**config.mk**
```make
export PLATFORM = sky130hd
export DESIGN_NAME = escape_sequence_decoder
export DESIGN_NICKNAME = d
export VERILOG_FILES = /design/src/sv/esd_pkg.sv /design/src/sv/esd_step.sv /design/src/sv/escape_sequence_decoder.sv
export SDC_FILE = /design/constraint.sdc
export NUM_CORES = 1
export LEC_CHECK = 0
export BUFFER_PORTS_ARGS = -buffer_cell sky130_fd_sc_hd__buf_2
export CAP_MARGIN = 10
export CORE_AREA = 2 2 137 139
export DETAILED_ROUTE_END_ITERATION = 10
export DIE_AREA = 0 0 139 141
export GPL_TIMING_DRIVEN = 0
export PLACE_DENSITY = 0.55
export SYNTH_ARGS = -nofsm -noshare
export SYNTH_HDL_FRONTEND = slang
export SYNTH_SLANG_ARGS = --single-unit
export TNS_END_PERCENT = 1
```
**constraint.sdc**
```tcl
create_clock -name clk -period 4.1 [get_ports clk]
set_input_delay 0.41 -clock clk [delete_from_list [all_inputs] [get_ports clk]]
set_output_delay 0.41 -clock clk [all_outputs]
set_load 0.01 [all_outputs]
```
**src/sv/esd_pkg.sv**
```systemverilog
// Shared types, codes and limits of the escape sequence decoder.
package esd_pkg;

    localparam int unsigned MAX_STRING_BYTES = 65536;
    localparam logic [15:0] POS_LIMIT =
        16'((MAX_STRING_BYTES - 1 > 65535) ? 65535 : MAX_STRING_BYTES - 1);

    localparam logic [1:0] MODE_NORMAL = 2'd0;
    localparam logic [1:0] MODE_ESCAPE = 2'd1;
    localparam logic [1:0] MODE_HEX    = 2'd2;
    localparam logic [1:0] MODE_DROP   = 2'd3;

    localparam logic [1:0] WIDTH_X     = 2'd0;
    localparam logic [1:0] WIDTH_U4    = 2'd1;
    localparam logic [1:0] WIDTH_U8    = 2'd2;

    localparam logic [1:0] KIND_BYTE      = 2'd0;
    localparam logic [1:0] KIND_CODEPOINT = 2'd1;
    localparam logic [1:0] KIND_NONE      = 2'd2;

    localparam logic [2:0] ST_OK      = 3'd0;
    localparam logic [2:0] ST_QUOTE   = 3'd1;
    localparam logic [2:0] ST_NONHEX  = 3'd2;
    localparam logic [2:0] ST_UNKNOWN = 3'd3;
    localparam logic [2:0] ST_TRUNC   = 3'd4;

    typedef struct packed {
        logic [1:0]  mode;
        logic [3:0]  digits_left;
        logic [31:0] acc;
        logic [1:0]  width_kind;
        logic        err;
        logic [15:0] pos;
    } esd_state_t;

    typedef struct packed {
        logic        valid;
        logic [31:0] value;
        logic [1:0]  kind;
        logic [2:0]  status;
        logic [15:0] err_pos;
        logic        eos;
    } esd_result_t;

    localparam esd_state_t STATE_RESET = '{
        mode:        MODE_NORMAL,
        digits_left: 4'd0,
        acc:         32'd0,
        width_kind:  WIDTH_X,
        err:         1'b0,
        pos:         16'd0
    };

endpackage

```
**src/sv/esd_step.sv**
```systemverilog
// Per-byte decode: next parser state and the result caused by one byte.
module esd_step
    import esd_pkg::*;
(
    input  esd_state_t  cur,
    input  logic [7:0]  text_byte,
    input  logic        last_byte,
    output esd_state_t  nxt,
    output esd_result_t res
);

    // {valid, decoded byte} for single-letter escapes
    function automatic logic [8:0] simple_escape(input logic [7:0] c);
        logic [8:0] r;
        unique case (c)
            8'h30:   r = {1'b1, 8'd0};
            8'h61:   r = {1'b1, 8'd7};
            8'h62:   r = {1'b1, 8'd8};
            8'h74:   r = {1'b1, 8'd9};
            8'h6E:   r = {1'b1, 8'd10};
            8'h76:   r = {1'b1, 8'd11};
            8'h66:   r = {1'b1, 8'd12};
            8'h72:   r = {1'b1, 8'd13};
            8'h5C:   r = {1'b1, 8'd92};
            8'h27:   r = {1'b1, 8'd39};
            8'h22:   r = {1'b1, 8'd34};
            default: r = 9'd0;
        endcase
        return r;
    endfunction

    // {valid, nibble}
    function automatic logic [4:0] hex_value(input logic [7:0] c);
        logic [4:0] r;
        priority if (c >= 8'h30 && c <= 8'h39)
            r = {1'b1, 4'(c - 8'h30)};
        else if (c >= 8'h61 && c <= 8'h66)
            r = {1'b1, 4'(c - 8'h57)};
        else if (c >= 8'h41 && c <= 8'h46)
            r = {1'b1, 4'(c - 8'h37)};
        else
            r = 5'd0;
        return r;
    endfunction

    logic [8:0]  simple;
    logic [4:0]  hex;
    logic [31:0] acc_shift;
    logic [3:0]  left_dec;
    logic [15:0] pos_inc;
    logic [31:0] byte_ext;

    assign simple    = simple_escape(text_byte);
    assign hex       = hex_value(text_byte);
    assign acc_shift = {cur.acc[27:0], hex[3:0]};
    assign left_dec  = (cur.digits_left == 4'd0) ? 4'd0 : cur.digits_left - 4'd1;
    assign pos_inc   = (cur.pos == 16'hFFFF) ? cur.pos : cur.pos + 16'd1;
    assign byte_ext  = {24'd0, text_byte};

    always_comb
    begin
        nxt = cur;
        res = '0;

        if (cur.mode == MODE_DROP || cur.err)
        begin
            if (last_byte)
            begin
                res.valid = 1'b1;
                res.kind  = KIND_NONE;
                res.eos   = 1'b1;
            end
        end
        else
        begin
            unique case (cur.mode)
                MODE_NORMAL:
                begin
                    if (text_byte == 8'h5C)
                    begin
                        if (last_byte)
                        begin
                            res = '{1'b1, byte_ext, KIND_NONE, ST_TRUNC, pos_inc, 1'b1};
                        end
                        else
                        begin
                            nxt.mode = MODE_ESCAPE;
                        end
                    end
                    else
                    begin
                        res = '{1'b1, byte_ext, KIND_BYTE, ST_OK, 16'd0, last_byte};
                    end
                end
                MODE_ESCAPE:
                begin
                    if (simple[8])
                    begin
                        res = '{1'b1, {24'd0, simple[7:0]}, KIND_BYTE, ST_OK, 16'd0,
                                last_byte};
                        nxt.mode = MODE_NORMAL;
                    end
                    else if (text_byte == 8'h78 || text_byte == 8'h75 || text_byte == 8'h55)
                    begin
                        priority if (text_byte == 8'h78)
                        begin
                            nxt.width_kind  = WIDTH_X;
                            nxt.digits_left = 4'd2;
                        end
                        else if (text_byte == 8'h75)
                        begin
                            nxt.width_kind  = WIDTH_U4;
                            nxt.digits_left = 4'd4;
                        end
                        else
                        begin
                            nxt.width_kind  = WIDTH_U8;
                            nxt.digits_left = 4'd8;
                        end
                        nxt.acc = 32'd0;
                        if (last_byte)
                            res = '{1'b1, byte_ext, KIND_NONE, ST_TRUNC, pos_inc, 1'b1};
                        else
                            nxt.mode = MODE_HEX;
                    end
                    else
                    begin
                        res = '{1'b1, byte_ext, KIND_NONE, ST_UNKNOWN, pos_inc, last_byte};
                        nxt.mode = MODE_DROP;
                        nxt.err  = 1'b1;
                    end
                end
                default:
                begin
                    if (!hex[4])
                    begin
                        res = '{1'b1, byte_ext, KIND_NONE,
                                (text_byte == 8'h22) ? ST_QUOTE : ST_NONHEX,
                                cur.pos, last_byte};
                        nxt.mode = MODE_DROP;
                        nxt.err  = 1'b1;
                    end
                    else
                    begin
                        nxt.acc         = acc_shift;
                        nxt.digits_left = left_dec;
                        if (left_dec == 4'd0)
                        begin
                            if (cur.width_kind == WIDTH_X)
                                res = '{1'b1, {24'd0, acc_shift[7:0]}, KIND_BYTE, ST_OK,
                                        16'd0, last_byte};
                            else
                                res = '{1'b1, acc_shift, KIND_CODEPOINT, ST_OK,
                                        16'd0, last_byte};
                            nxt.mode = MODE_NORMAL;
                        end
                        else if (last_byte)
                        begin
                            res = '{1'b1, byte_ext, KIND_NONE, ST_TRUNC, pos_inc, 1'b1};
                        end
                    end
                end
            endcase
        end

        // end of string returns everything to reset; otherwise advance position
        if (last_byte)
            nxt = STATE_RESET;
        else if (cur.pos < POS_LIMIT)
            nxt.pos = cur.pos + 16'd1;
    end

endmodule

```
**src/sv/escape_sequence_decoder.sv**
```systemverilog
// Each input byte is held in the input register; its result beat is then loaded into the result register.
// Throughput: one byte per cycle unless a result beat waits; the bound is the parser state update.
// Non-last bytes that close no unit (backslash, x/u/U, inner hex digit, dropped) give no beat.
// Backpressure on the result side holds the result register; the input register takes one
// more byte and then the input stalls until the result beat is taken.
// Reset (rst_n low, asynchronous) clears the parser state, the position and both valid flags.
module escape_sequence_decoder
    import esd_pkg::*;
(
    input  logic        clk,
    input  logic        rst_n,
    input  logic        s_axis_tvalid,
    output logic        s_axis_tready,
    input  logic [7:0]  s_axis_tdata,   // [7:0] text_byte
    input  logic        s_axis_tlast,   // last_byte
    output logic        m_axis_tvalid,
    input  logic        m_axis_tready,
    output logic [55:0] m_axis_tdata,   // [31:0] unit_value, [34:32] status,
                                        // [50:35] error_position, [55:51] zero
    output logic [1:0]  m_axis_tuser,   // [1:0] unit_kind
    output logic        m_axis_tlast    // end_of_string
);

    logic        in_valid_reg;
    logic [7:0]  in_byte_reg;
    logic        in_last_reg;
    esd_state_t  state_reg;
    esd_state_t  state_next;
    esd_result_t res_next;
    esd_result_t out_reg;
    logic        advance;

    assign advance       = in_valid_reg && (!out_reg.valid || m_axis_tready);
    assign s_axis_tready = !in_valid_reg || advance;

    esd_step u_step (
        .cur       (state_reg),
        .text_byte (in_byte_reg),
        .last_byte (in_last_reg),
        .nxt       (state_next),
        .res       (res_next)
    );

    always_ff @(posedge clk or negedge rst_n)
    begin
        if (!rst_n)
        begin
            in_valid_reg <= 1'b0;
        end
        else if (s_axis_tready)
        begin
            in_valid_reg <= s_axis_tvalid;
        end
    end

    always_ff @(posedge clk)
    begin
        if (s_axis_tready && s_axis_tvalid)
        begin
            in_byte_reg <= s_axis_tdata;
            in_last_reg <= s_axis_tlast;
        end
    end

    always_ff @(posedge clk or negedge rst_n)
    begin
        if (!rst_n)
        begin
            state_reg <= STATE_RESET;
        end
        else if (advance)
        begin
            state_reg <= state_next;
        end
    end

    // hold the result beat until taken; load a new one on each processed byte
    always_ff @(posedge clk or negedge rst_n)
    begin
        if (!rst_n)
        begin
            out_reg <= '0;
        end
        else if (advance)
        begin
            out_reg <= res_next;
        end
        else if (m_axis_tready)
        begin
            out_reg.valid <= 1'b0;
        end
    end

    assign m_axis_tvalid = out_reg.valid;
    assign m_axis_tdata  = {5'd0, out_reg.err_pos, out_reg.status, out_reg.value};
    assign m_axis_tuser  = out_reg.kind;
    assign m_axis_tlast  = out_reg.eos;

endmodule

```
# After elaboration in Yosys (flattened, before gate mapping)
# Cells that the tools add are included.
# W data, S select, Z words.
# op_classes
n_mux,46
n_reduce_logical,26
addsub,5
n_eq_ne,26
magnitude_cmp,7
# ops
cell,count
$mux W55,6
$pmux W55 S2,1
$pmux W9 S11,1
$eq A8 B7 Y1 const B,11
$mux W41,2
$pmux W36 S2,1
$mux W54,1
$mux W16,3
$mux W39,1
$mux W38,1
$mux W36,1
$mux W32,1
$eq A8 B6 Y1 const B,3
$mux W2,10
$mux W19,1
$add A16 B1 Y16 const B,1
$eq A16 B16 Y1 const B,1
$ge A8 B7 Y1 const B,2
$le A8 B7 Y1 const B,2
$lt A16 B16 Y1 const B,1
$mux W5,3
$mux W4,3
$reduce_and A6 Y1,2
$ne A3 B3 Y1 const B,3
22 further kinds,48
# totals
word_cells,125
ff_bits,118

# Depth between registers and ports, before layout
# depth
word_depth,11
mapped_depth,10
ltp_nobuf,8

# Modules after synthesis
# From an unflattened synthesis, not the netlist that was laid out.
# unflattened
cells_unflattened,672
hier_area_um2,7536.0
# by_module_without_submodules
mod,cells_each,instances,area_per_inst_um2,seq_area_each_um2
escape_sequence_decoder,258,1,4901.0,3098.0
esd_step,414,1,2635.0,0.0

# Worst setup path after synthesis
# No wires, ideal clock.
# synth_timing
path_kind,flip-flop to flip-flop
from,register in_byte_reg[0]
to,register state_reg[23] (netlist name)
period_less_slack_ps,2469
required_time_ps,3979
slack_ps,1631
t_arrival_ps,2348
path_stages_with_launch,10
setup_time_ps,121
cell_sequence,edfxtp_1 ha_1 clkbuf_1 or3b_1 a31oi_1 nor2_1 and4_1 buf_2 buf_2 a22o_1
# synth_via
elab_chain_len,7
# synth_lines
item,line,text
"start, declared",escape_sequence_decoder.sv:25,logic [7:0] in_byte_reg;
"start signal, assigned",escape_sequence_decoder.sv:60,in_byte_reg <= s_axis_tdata;
$ge A8 B7 Y1 or $le A8 B7 Y1 (tied branches),esd_step.sv:39,else if (c >= 8'h41 && c <= 8'h46)
$logic_and A1 B1 Y1,esd_step.sv:39,
$mux W5,esd_step.sv:39,
$mux W5,esd_step.sv:37,else if (c >= 8'h61 && c <= 8'h66)
$mux W5,esd_step.sv:35,priority if (c >= 8'h30 && c <= 8'h39)
$reduce_bool A3 Y1 (no line),-,
$reduce_and A6 Y1 (no line) (*),-,
"end signal, assigned",escape_sequence_decoder.sv:73,state_reg <= state_next;
"end, declared",escape_sequence_decoder.sv:27,esd_state_t state_reg;
# Every way passes the cells marked *; elsewhere a longest branch is shown, timed or not.
# A chain may end at the register's enable or synchronous reset.

# Final worst setup path
# layout_timing
from,register in_byte_reg[1]
to,register state_reg[54] (netlist name)
# layout_via
elab_chain_len,8
# layout_lines
item
"parallel branches: the longest is 8 deep, another holds $ge A8 B7 Y1"
# Parallel ways; which one is timed is not known. The select of a mux whose other input is x is not followed.

==> qor.txt <==
largest family of logic cells by synthesized area: compound AO/OA/AOI/OAI gates
met3 WL post-DR: 952 µm
share of cells above drive strength 1: 0.213
CP Max Fanout: 10
Static Leakage: 0.00342 µW
xor and xnor area share after synthesis: 0.0113
Post-CTS Hold Fix Bufs: 0
most numerous cell in the Yosys netlist: dfrtp_1
worst min-delay path category: input port to async pin
pwr dens: 490 mW/mm²
Yosys top cell by area: dfrtp_1
H-tree level count: 4
Largest register FFs: 53
mux cell area share after synthesis: 0.0113
core area: 0.0183 mm²
Clock transition at path regs: 0.06 ns
final routed DRC violation total: 0
fin cells: 958
Clock Skews: 0.0148 ns
Root Driver: clkbuf_16
EDFF count, synth: 9
synthesized area per cell: 10.0 µm²
All-Layer GR Usage: 0.188
final setup vio count: 0
Final Max Tran Viols: 0
Placed Cells: 926
Port Buffers: 68
routed metal-1 wirelength: 8590 µm
RSZ-0062 raised after global routing: no
Ys Warns: 0
compound-gate portion of the synthesized area: 0.263
first-pass GRT wire length: 29200 µm
DR vias: 5373
routability congestion estimate: 0.905
Synth cell types: 77
Final ANT Viol Nets: 0
hpwl dp: 12900 µm
most frequently used flop master after synthesis: dfrtp_1
Post-synth top cells: dfrtp_1 (109), nand2_1 (64), a22o_1 (49)
Post-CTS Setup Inserts: 0
worst skew pair latency: 0.42 ns
Site Rows: 50
Via density: 5.61
1st-iter DRT viols: 344
fin crit share: 0.813
drt total wl: 17900 µm
final setup TNS: 0 ns
post-cts sizing count: 0
initial antenna violation count: 0
pin count of the biggest net entering global routing: 59
top sig layer: met4
CTS Buf Count: 17
CTS Sinks: 118
drt pass-1 iters: 5
Antenna Cells: 0
vias in the first global route: 5196
final-stage net count: 732
fin crit period: 3.34 ns
Syn Inst Count: 619
Arr. time, crit path: 3.61 ns
Max IR drop VDD: 0.000336 V
top-area cell type share of the netlist area: 0.440
synth top area cells: dfrtp_1 (44%), a22o_1 (6.9%), edfxtp_1 (4.4%), nand2_1 (3.9%), o21ai_0 (3.6%)
Multi-input gate area: 0.00291 mm²
gr ovfl total: 0
die area: 0.0196 mm²
Worst Setup End Kind: register
Startpoint Class: register
Max-slew headroom: 0.235
WP data required: 4.37 ns
post-DR wirelength/cell: 18.7 µm
chip width: 139 µm
Starting Density: 0.339
Seq/Total Area, Yosys: 0.484
Slew @ Worst Pin: 1.15 ns
Fillers: 1807
number of synthesized register bits: 118
# IOs: 74
fmax: 300 MHz
CTS tree: built
register area: 0.00300 mm²
CP Class: register to register
Synth Area in Adders: 0.0162
simple-gate share of the synthesized area: 0.165
outcome: complete, no violations
mapped cell area: 0.00619 mm²
die height: 141 µm
Syn-to-layout area delta: 21.2%
WL met2: 8080 µm
Post-synth ARST share: 0.924
max-cap violation count: 0
CTS Buffer Depth: 2
Fin. Hold Viols: 0
==> cells in the final DEF, fill, tap and decap left out, types with 6 or more instances in the layout <==
master     netlist  routed
nand2_1         64      64
a31oi_1         12      12
and3_1           9       9
nor3_1          16      16
nand3_1         14      14
a22o_1          49      49
nand2b_1         7       7
a21oi_1         34      34
clkbuf_16        0      17
o31ai_2          8       8
o21ai_0         45      45
inv_1           14      14
mux2i_1          7       7
xnor2_1          7       7
nor3b_1          6       6
ha_1             8       8
nor2_1          34      34
buf_2           16      83
o31ai_1         14      14
edfxtp_1         9       9
dfrtp_1        109     109
clkbuf_1        22      23
buf_4            7       8
==> layout make-up <==
type / count / share of cell area
flip-flops and latches: 118 / 0.399
multi-input cells: 442 / 0.388
clock buffers: 19 / 0.0590
repair buffers: 69 / 0.0493
well taps: 234 / 0.0390
plain buffers: 49 / 0.0327
clock inverters: 13 / 0.0255
inverters: 14 / 0.00700
==> worst paths after layout <==
path	slack, ns	from	cells after the start	endpoint
min in group clk	0.17	s_axis_tlast	1	in_last_reg$_DFFE_PP_
max in group asynchronous	3.33	rst_n	2	state_reg[16]$_DFFE_PN0P_
worst max register to register	0.76	in_byte_reg[1]$_DFFE_PP_	9	state_reg[54]$_DFFE_PN0P_
worst min register to register	0.47	m_axis_tdata[41]$_DFFE_PN0P_	2	m_axis_tdata[41]$_DFFE_PN0P_
worst min-delay path	0.02	rst_n	1	m_axis_tdata[30]$_DFFE_PN0P_
worst max-delay path	0.76	in_byte_reg[1]$_DFFE_PP_	9	state_reg[54]$_DFFE_PN0P_
==> where the power goes <==
part,leakage (µW),internal [µW],switching (µW)
Clock,0.000309,1040,566
Sequential,0.00159,1260,65.0
Combinational,0.00153,232,517
==> worst max-delay path, cell delays in order, from the launching register on <==
cell and delay [ns]:
edfxtp_1 0.52, inv_1 0.15, ha_1 0.20, clkbuf_1 0.25, or3b_1 0.45, a31oi_1 0.29, nor3_1 0.12, o31ai_2 0.74
buf_2 0.37, o31ai_1 0.11
==> metrics by stage <==
stage,setup WS [ns],hold slack (ns),util,power (µW),instance area (µm²)
global route,0.521,0.0762,0.411,3850,7510
detailed placement,0.806,0.461,0.376,2080,6870
CTS,0.788,0.0442,0.411,3700,7510
floorplan,1.63,0.114,-,1800,6210
global placement,0.822,0.465,0.375,2060,6840
finish,0.765,0.0210,0.411,3680,7510
==> routing by layer <==
layer / GRT usage / up-vias
met4: 0.0617 / 0
met3: 0.0350 / 22
met2: 0.287 / 195
li1: - / 2498
met5: 0 / -
met1: 0.270 / 2658
==> cell families after synthesis <==
| logic type | after synthesis |
|---|---|
| other | 1 |
| DFF | 118 |
| muxes | 7 |
| xor gates and xnor gates | 8 |
| buffers and inverters | 63 |
| and+or+nand+nor | 195 |
| AOI/OAI and AO/OA | 219 |
| adders and majority gates | 8 |
No activity file was read; power rests on OpenSTA's default activity.
